<file path="src/sv/pps_pkg.sv">
// Shared types, constants and tables for the pure pursuit steering core
package pps_pkg;
    localparam int COORD_WIDTH  = 16;
    localparam int CORDIC_STEPS = 16;
    localparam int LOOK_WIDTH   = 15;
    localparam int SPEED_WIDTH  = 12;
    localparam int ANGLE_WIDTH  = 16;
    localparam int SQ_WIDTH     = 2 * COORD_WIDTH;
    localparam int DIST_WIDTH   = 2 * COORD_WIDTH + 1;
    localparam int DVS_WIDTH    = DIST_WIDTH + 7;
    localparam int NUM_WIDTH    = 17 + COORD_WIDTH + 16;
    localparam int QUO_WIDTH    = NUM_WIDTH;
    localparam int DIV_CNT_W    = $clog2(QUO_WIDTH + 1);
    localparam int CORDIC_USED  = (CORDIC_STEPS < 24) ? CORDIC_STEPS : 24;
    localparam int CRD_CNT_W    = $clog2(CORDIC_USED + 1);
    localparam int CRD_WIDTH    = QUO_WIDTH + 4;
    localparam int Z_WIDTH      = 26;
    localparam int ANGLE_MAX    = 23040;
    localparam int ADDR_LOOKAHEAD = 0;
    localparam int ADDR_CRUISE    = 1;

    typedef enum logic [2:0] {
        ST_SCAN, ST_DIV, ST_SCALE, ST_CORDIC, ST_FINISH, ST_OUT
    } state_t;

    typedef struct packed {
        logic scan;
        logic clear;
        logic div_start;
        logic div_step;
        logic scale;
        logic crd_start;
        logic crd_step;
        logic finish;
    } cmd_t;

    typedef struct packed {
        logic div_done;
        logic crd_done;
    } stat_t;

    function automatic logic [Z_WIDTH-1:0] atan_deg(input logic [4:0] i);
        case (i)
            5'd0:  atan_deg = Z_WIDTH'(2949120);
            5'd1:  atan_deg = Z_WIDTH'(1740967);
            5'd2:  atan_deg = Z_WIDTH'(919879);
            5'd3:  atan_deg = Z_WIDTH'(466945);
            5'd4:  atan_deg = Z_WIDTH'(234379);
            5'd5:  atan_deg = Z_WIDTH'(117304);
            5'd6:  atan_deg = Z_WIDTH'(58666);
            5'd7:  atan_deg = Z_WIDTH'(29335);
            5'd8:  atan_deg = Z_WIDTH'(14668);
            5'd9:  atan_deg = Z_WIDTH'(7334);
            5'd10: atan_deg = Z_WIDTH'(3667);
            5'd11: atan_deg = Z_WIDTH'(1833);
            5'd12: atan_deg = Z_WIDTH'(917);
            5'd13: atan_deg = Z_WIDTH'(458);
            5'd14: atan_deg = Z_WIDTH'(229);
            5'd15: atan_deg = Z_WIDTH'(115);
            5'd16: atan_deg = Z_WIDTH'(57);
            5'd17: atan_deg = Z_WIDTH'(29);
            5'd18: atan_deg = Z_WIDTH'(14);
            5'd19: atan_deg = Z_WIDTH'(7);
            5'd20: atan_deg = Z_WIDTH'(4);
            5'd21: atan_deg = Z_WIDTH'(2);
            5'd22: atan_deg = Z_WIDTH'(1);
            default: atan_deg = '0;
        endcase
    endfunction
endpackage

</file>
<file path="src/sv/pps_ctrl.sv">
// Controller state machine for the pure pursuit steering core
module pps_ctrl (
    input  logic            aclk,
    input  logic            aresetn,
    input  logic            s_valid,
    output logic            s_ready,
    input  logic            s_last_point,
    output logic            m_valid,
    input  logic            m_ready,
    input  pps_pkg::stat_t  stat,
    output pps_pkg::cmd_t   cmd
);
    import pps_pkg::*;

    state_t state_reg, state_next;

    always_ff @(posedge aclk) begin
        if (!aresetn) begin
            state_reg <= ST_SCAN;
        end else begin
            state_reg <= state_next;
        end
    end

    always_comb begin
        state_next = state_reg;
        cmd        = '0;
        s_ready    = 1'b0;
        m_valid    = 1'b0;
        case (state_reg)
            ST_SCAN: begin
                s_ready  = 1'b1;
                cmd.scan = s_valid;
                if (s_valid && s_last_point) begin
                    state_next    = ST_DIV;
                    cmd.div_start = 1'b1;
                end
            end
            ST_DIV: begin
                cmd.div_step = 1'b1;
                if (stat.div_done) begin
                    state_next = ST_SCALE;
                end
            end
            ST_SCALE: begin
                cmd.scale  = 1'b1;
                state_next = ST_CORDIC;
            end
            ST_CORDIC: begin
                cmd.crd_step = 1'b1;
                if (stat.crd_done) begin
                    state_next = ST_FINISH;
                end
            end
            ST_FINISH: begin
                cmd.finish = 1'b1;
                state_next = ST_OUT;
            end
            ST_OUT: begin
                m_valid = 1'b1;
                if (m_ready) begin
                    cmd.clear  = 1'b1;
                    state_next = ST_SCAN;
                end
            end
            default: state_next = ST_SCAN;
        endcase
        cmd.crd_start = cmd.scale;
    end
endmodule

</file>
<file path="src/sv/pps_datapath.sv">
// Datapath: point scan, restoring divider, CORDIC and output registers
module pps_datapath (
    input  logic                                 aclk,
    input  logic                                 aresetn,
    input  pps_pkg::cmd_t                        cmd,
    output pps_pkg::stat_t                       stat,
    input  logic [pps_pkg::LOOK_WIDTH-1:0]       lookahead_dist,
    input  logic [pps_pkg::SPEED_WIDTH-1:0]      cruise_speed,
    input  logic                                 s_has_point,
    input  logic signed [pps_pkg::COORD_WIDTH-1:0] s_point_x,
    input  logic signed [pps_pkg::COORD_WIDTH-1:0] s_point_y,
    output logic [pps_pkg::SPEED_WIDTH-1:0]      m_linear_speed,
    output logic signed [pps_pkg::ANGLE_WIDTH-1:0] m_steer_angle,
    output logic                                 m_target_found
);
    import pps_pkg::*;

    localparam int CW = COORD_WIDTH;

    logic                 found_reg;
    logic signed [CW-1:0] tx_reg, ty_reg;
    logic [CW-1:0]        ax, ay;
    logic [DIST_WIDTH-1:0] pt_dist, look2;
    logic                 hit, hit_now;

    assign ax      = s_point_x[CW-1] ? CW'(-s_point_x) : CW'(s_point_x);
    assign ay      = s_point_y[CW-1] ? CW'(-s_point_y) : CW'(s_point_y);
    assign pt_dist = DIST_WIDTH'(SQ_WIDTH'(ax) * SQ_WIDTH'(ax))
                   + DIST_WIDTH'(SQ_WIDTH'(ay) * SQ_WIDTH'(ay));
    assign look2   = DIST_WIDTH'(SQ_WIDTH'(lookahead_dist) * SQ_WIDTH'(lookahead_dist));
    assign hit     = s_has_point && !found_reg && !s_point_x[CW-1] && (pt_dist > look2);
    assign hit_now = cmd.scan && hit;

    always_ff @(posedge aclk) begin
        if (!aresetn) begin
            found_reg <= 1'b0;
        end else if (cmd.clear) begin
            found_reg <= 1'b0;
        end else if (hit_now) begin
            found_reg <= 1'b1;
        end
    end

    always_ff @(posedge aclk) begin
        if (hit_now) begin
            tx_reg <= s_point_x;
            ty_reg <= s_point_y;
        end
    end

    // Divider: quotient = (78336*|y| << 16) / (100*d), one bit per cycle.
    // A target on the last point itself is taken straight from the inputs.
    logic [CW-1:0]         tax, tay, ay_sel;
    logic [DIST_WIDTH-1:0] t_dist, d_sel;
    logic [DVS_WIDTH-1:0]  dvs_reg;
    logic [NUM_WIDTH-1:0]  num_reg;
    logic [DVS_WIDTH:0]    rem_reg, rem_sh, rem_sub;
    logic [DIV_CNT_W-1:0]  dcnt_reg;

    assign tax     = tx_reg[CW-1] ? CW'(-tx_reg) : CW'(tx_reg);
    assign tay     = ty_reg[CW-1] ? CW'(-ty_reg) : CW'(ty_reg);
    assign t_dist  = DIST_WIDTH'(SQ_WIDTH'(tax) * SQ_WIDTH'(tax))
                   + DIST_WIDTH'(SQ_WIDTH'(tay) * SQ_WIDTH'(tay));
    assign d_sel   = hit_now ? pt_dist : t_dist;
    assign ay_sel  = hit_now ? ay : tay;
    assign rem_sh  = {rem_reg[DVS_WIDTH-1:0], num_reg[NUM_WIDTH-1]};
    assign rem_sub = rem_sh - {1'b0, dvs_reg};

    always_ff @(posedge aclk) begin
        if (cmd.div_start) begin
            // 100*d and 78336*|y|*2^16 as shift-and-add
            dvs_reg  <= (DVS_WIDTH'(d_sel) << 6) + (DVS_WIDTH'(d_sel) << 5)
                      + (DVS_WIDTH'(d_sel) << 2);
            num_reg  <= (NUM_WIDTH'(ay_sel) << 32) + (NUM_WIDTH'(ay_sel) << 29)
                      + (NUM_WIDTH'(ay_sel) << 28) + (NUM_WIDTH'(ay_sel) << 25);
            rem_reg  <= '0;
            dcnt_reg <= '0;
        end else if (cmd.div_step && !stat.div_done) begin
            if (!rem_sub[DVS_WIDTH]) begin
                rem_reg <= rem_sub;
                num_reg <= {num_reg[NUM_WIDTH-2:0], 1'b1};
            end else begin
                rem_reg <= rem_sh;
                num_reg <= {num_reg[NUM_WIDTH-2:0], 1'b0};
            end
            dcnt_reg <= dcnt_reg + 1'b1;
        end
    end
    assign stat.div_done = (dcnt_reg == DIV_CNT_W'(QUO_WIDTH));

    // CORDIC vectoring on (1.0, +-t)
    logic signed [CRD_WIDTH-1:0] cx_reg, cy_reg, sx, sy;
    logic signed [Z_WIDTH-1:0]   z_reg, zr;
    logic [CRD_CNT_W-1:0]        ccnt_reg;

    assign sx = cx_reg >>> ccnt_reg;
    assign sy = cy_reg >>> ccnt_reg;

    always_ff @(posedge aclk) begin
        if (cmd.crd_start) begin
            cx_reg   <= CRD_WIDTH'(65536);
            cy_reg   <= ty_reg[CW-1] ? -CRD_WIDTH'(num_reg) : CRD_WIDTH'(num_reg);
            z_reg    <= '0;
            ccnt_reg <= '0;
        end else if (cmd.crd_step && !stat.crd_done) begin
            if (!cy_reg[CRD_WIDTH-1]) begin
                cx_reg <= cx_reg + sy;
                cy_reg <= cy_reg - sx;
                z_reg  <= z_reg + $signed(atan_deg(5'(ccnt_reg)));
            end else begin
                cx_reg <= cx_reg - sy;
                cy_reg <= cy_reg + sx;
                z_reg  <= z_reg - $signed(atan_deg(5'(ccnt_reg)));
            end
            ccnt_reg <= ccnt_reg + 1'b1;
        end
    end
    assign stat.crd_done = (ccnt_reg == CRD_CNT_W'(CORDIC_USED));

    assign zr = (z_reg + Z_WIDTH'(128)) >>> 8;

    always_ff @(posedge aclk) begin
        if (cmd.finish) begin
            m_target_found <= found_reg;
            m_linear_speed <= found_reg ? cruise_speed : '0;
            if (!found_reg) begin
                m_steer_angle <= '0;
            end else if (zr > Z_WIDTH'(ANGLE_MAX)) begin
                m_steer_angle <= ANGLE_WIDTH'(ANGLE_MAX);
            end else if (zr < -Z_WIDTH'(ANGLE_MAX)) begin
                m_steer_angle <= -ANGLE_WIDTH'(ANGLE_MAX);
            end else begin
                m_steer_angle <= ANGLE_WIDTH'(zr);
            end
        end
    end
endmodule

</file>
<file path="src/sv/pure_pursuit_steering_core.sv">
// Top level of the pure pursuit steering core
// Throughput: one point request per cycle while scanning the trajectory.
// Sequence: a taken last-point request starts the 49-step one-bit-per-cycle
// divider, then the scale state starts the 16-step CORDIC and the finish state
// registers the output command.
// Reset: synchronous active low; clears scan state, loads lookahead 1536 and
// cruise speed 700.
module pure_pursuit_steering_core (
    input  logic                                 aclk,
    input  logic                                 aresetn,
    input  logic                                 cfg_wr_en,
    input  logic [0:0]                           cfg_index,
    input  logic [pps_pkg::LOOK_WIDTH-1:0]       cfg_data,
    input  logic                                 s_valid,
    output logic                                 s_ready,
    input  logic                                 s_has_point,
    input  logic signed [pps_pkg::COORD_WIDTH-1:0] s_point_x,
    input  logic signed [pps_pkg::COORD_WIDTH-1:0] s_point_y,
    input  logic                                 s_last_point,
    output logic                                 m_valid,
    input  logic                                 m_ready,
    output logic [pps_pkg::SPEED_WIDTH-1:0]      m_linear_speed,
    output logic signed [pps_pkg::ANGLE_WIDTH-1:0] m_steer_angle,
    output logic                                 m_target_found
);
    import pps_pkg::*;

    logic [LOOK_WIDTH-1:0]  look_reg;
    logic [SPEED_WIDTH-1:0] cruise_reg;
    cmd_t  cmd;
    stat_t stat;

    // Hold configuration; only legal while idle
    always_ff @(posedge aclk) begin
        if (!aresetn) begin
            look_reg   <= LOOK_WIDTH'(1536);
            cruise_reg <= SPEED_WIDTH'(700);
        end else if (cfg_wr_en) begin
            case (cfg_index)
                1'(ADDR_LOOKAHEAD): look_reg   <= cfg_data;
                1'(ADDR_CRUISE):    cruise_reg <= cfg_data[SPEED_WIDTH-1:0];
                default: ;
            endcase
        end
    end

    pps_ctrl u_ctrl (
        .aclk, .aresetn, .s_valid, .s_ready, .s_last_point,
        .m_valid, .m_ready, .stat, .cmd
    );

    pps_datapath u_dp (
        .aclk, .aresetn, .cmd, .stat,
        .lookahead_dist(look_reg), .cruise_speed(cruise_reg),
        .s_has_point, .s_point_x, .s_point_y,
        .m_linear_speed, .m_steer_angle, .m_target_found
    );
endmodule

</file>
<file path="config.mk">
export PLATFORM = sky130hd
export DESIGN_NAME = pure_pursuit_steering_core
export DESIGN_NICKNAME = d
export VERILOG_FILES = /design/src/sv/pps_pkg.sv /design/src/sv/pps_ctrl.sv /design/src/sv/pps_datapath.sv /design/src/sv/pure_pursuit_steering_core.sv
export SDC_FILE = /design/constraint.sdc
export NUM_CORES = 2
export LEC_CHECK = 0
export BUFFER_PORTS_ARGS = -buffer_cell sky130_fd_sc_hd__buf_2
export CORE_UTILIZATION = 35
export CTS_BUF_LIST = sky130_fd_sc_hd__clkbuf_4 sky130_fd_sc_hd__clkbuf_8
export CTS_CLUSTER_DIAMETER = 200
export DETAILED_ROUTE_END_ITERATION = 6
export GPL_TIMING_DRIVEN = 0
export HOLD_SLACK_MARGIN = 0.02
export PLACE_DENSITY = 0.57
export REMOVE_ABC_BUFFERS = 1
export SYNTH_ARGS = -nofsm -noshare
export SYNTH_HDL_FRONTEND = slang
export SYNTH_SLANG_ARGS = --single-unit
export TNS_END_PERCENT = 50
</file>
<file path="constraint.sdc">
create_clock -name aclk -period 33.7 [get_ports aclk]
set_input_delay 0 -clock aclk [delete_from_list [all_inputs] [get_ports aclk]]
set_output_delay 0 -clock aclk [all_outputs]
set_load 0.05 [all_outputs]
</file>
==> impl_metrics.env <==
export IMPL_cts_repair_resized=0
export IMPL_finClkSkew_ps=62.2
export IMPL_cpMostUsedCell="fa_1"
export IMPL_root_buffer="clkbuf_8"
export IMPL_layout_drive_gt1_share=0.0648
export IMPL_rsz0062_at_grt="no"
export IMPL_synthArstFlopShare=0
export IMPL_yosysSeqAreaShare=0.132
export IMPL_cts_setup_buffers=0
export IMPL_period_needed_ps=17840
export IMPL_gp_congestion=0.941
export IMPL_startpoint_type="input pin"
export IMPL_syn_area_um2=73600
export IMPL_cp_startpoint="s_point_y[0]"
export IMPL_overflow=0
export IMPL_tightest_slew_ps=1450
export IMPL_synth_cell_types=116
export IMPL_coreArea_um2=208000
export IMPL_drv_cap=0
export IMPL_h_tree_depth=3
export IMPL_yosys_area_top_type="fa_1"
export IMPL_synth_top_area_share=0.264
export IMPL_post_route_drc_count=0
export IMPL_hold_class="in -> reg"
export IMPL_syn_avg_cell_area_um2=9.00
export IMPL_critPathSlowestCell="xor2_1"
export IMPL_numCtsBuffers=76
export IMPL_cts_sinks=384
export IMPL_final_setup_tns_ps=0
export IMPL_worstSetupPathType="in -> reg"
export IMPL_grt_max_degree=97
export IMPL_grt_pass1_vias=59000
export IMPL_wire_per_inst_um=18.2
export IMPL_status="complete, no violations"
export IMPL_cts_hold_fix_buffers=93
export IMPL_slew_limit_headroom=0.0282
export IMPL_core_rowCount=167
export IMPL_clkTransAtPathRegs_ps=60
export IMPL_synth_warnings=0
export IMPL_first_pass_iters=6
export IMPL_ys_flop_type="edfxtp_1"
export IMPL_hold_viol=0
export IMPL_drt_total_wl_mm=202
export IMPL_vias=57900
export IMPL_dieArea_um2=212000
export IMPL_die_w_um=461
export IMPL_setup_viol=0
export IMPL_ff2ff_path_depth=45
export IMPL_antenna_found_initial=6
export IMPL_layout_commonest_cell="inv_1"
export IMPL_rrSetupSlack_ps=18440
export IMPL_fillers=21000
export IMPL_track_usage=0.191
export IMPL_clk_latency_ps=770
export IMPL_synthCells=8175
export IMPL_fmax_mhz=56.0
export IMPL_area_delta_synth_final_pct=8.57
export IMPL_crit_end="u_dp.num_reg[48]$_DFFE_PP_"
export IMPL_r2r_end="u_dp.dvs_reg[38]$_DFFE_PP_"
export IMPL_synth_enable_flop_cells=201
export IMPL_slew_violations=0
export IMPL_die_y_um=461
export IMPL_cp_required_ps=34140
export IMPL_clock_path_buffers=3
export IMPL_max_stage_delay_ps=1000
export IMPL_worst_path_max_fanout=34
export IMPL_ios=86
export IMPL_post_route_period_util=0.529
export IMPL_synth_seq_cells=384
export IMPL_yosys_top_cells_area="fa_1 (26%), ha_1 (13%), edfxtp_1 (8.2%), inv_1 (7.0%), dfxtp_1 (5.0%)"
export IMPL_cp_end_kind="flop"
export IMPL_nNetsFinal=10000
export IMPL_dp_final_hpwl_mm=165
export IMPL_drtAntennaViolNets=0
export IMPL_final_cell_mix="inv_1 (1365), fa_1 (970), ha_1 (752)"
export IMPL_grt_pass1_wl_mm=322
export IMPL_avgViaCountPerCell=5.21
export IMPL_rr_startpoint="u_dp.ty_reg[0]$_DFFE_PP_"
export IMPL_start_util=0.354
export IMPL_cp_data_arrival_time_ps=18280
export IMPL_drt_iter0_drc=4111
export IMPL_cts_tree="built"
export IMPL_port_buffers=85
-- cells by family after synthesis --
logic type      share of synthesized area
simple gates                        0.134
fa+ha+maj                           0.392
buf+inv                            0.0904
compound gates                      0.122
xor+xnor                           0.0631
flops                               0.132
mux                                0.0668
other cells                      0.000102
-- how the worst min path moves through the flow --
stage | slack, ps | from | depth (start not counted) | endpoint
after floorplan | 70 | aresetn | 1 | cruise_reg[2]$_SDFFE_PN1P_
after detailed placement | 240 | s_point_y[9] | 1 | u_dp.ty_reg[9]$_DFFE_PP_
after global routing | 50 | s_point_x[10] | 2 | u_dp.tx_reg[10]$_DFFE_PP_
after global placement | 230 | s_point_y[9] | 1 | u_dp.ty_reg[9]$_DFFE_PP_
after CTS | 20 | cfg_data[10] | 4 | look_reg[10]$_SDFFE_PN1P_
final | 80 | s_point_x[13] | 2 | u_dp.tx_reg[13]$_DFFE_PP_
-- synthesized netlist by cell type, drive strengths merged (44+ instances only) --
cell type  number
a31oi          48
a21oi         394
dfxtp         183
fa            970
and2          134
inv          1372
a21o          142
nor2b          50
mux2i          79
mux2           46
xor2          231
o21ai         401
nor3          117
buf            88
o21a           62
nand3         147
mux4          153
or3            44
o31ai          66
nand2b         61
ha            752
xnor2         299
edfxtp        201
clkbuf        185
nand2         720
nor2          680
-- final cells by class --
type | instances | area, um^2 | share of cell area
multi-input combinational | 6161 | 57700 | 0.722
sequential | 384 | 9720 | 0.122
inverter | 1403 | 5280 | 0.0660
tap | 2788 | 3490 | 0.0437
timing repair buffer | 217 | 2130 | 0.0267
clock buffer | 106 | 1340 | 0.0168
clock inverter | 35 | 287 | 0.00359
antenna | 1 | 2.50 | 0.0000313
-- per-layer routing --
metal,up-vias,part of all wire,track usage
met4,0,0.035,0.0625
met1,28700,0.44,0.254
met3,328,0.054,0.0253
met5,-,0,0
li1,27200,-,-
met2,1556,0.47,0.320
-- worst max-delay path, delay by kind of cell --
| family | cells | cell delay, ps |
|---|---|---|
| adder cells (fa/ha/maj) | 14 | 6400 |
| AO/OA/AOI/OAI | 19 | 4740 |
| AND/OR/NAND/NOR | 13 | 3130 |
| buffers and inverters | 8 | 2670 |
| XOR/XNOR | 2 | 1280 |
-- per-stage QoR --
stage / area (um^2) / utilization / setup WS, ps / instances / hold WS [ps]
after floorplan: 72400 / - / 15090 / 7948 / 71.8
after global placement: 76300 / 0.367 / 7670 / 10800 / 230
after detailed placement: 77300 / 0.371 / 15530 / 10900 / 239
after CTS: 79900 / 0.384 / 15620 / 11100 / 20.3
after global routing: 79900 / 0.384 / 14910 / 11100 / 49.7
final: 79900 / 0.384 / 15860 / 11100 / 75.1
Power is not shown: default switching activity piles up to over one toggle a cycle in this logic, so the estimate is an artifact.
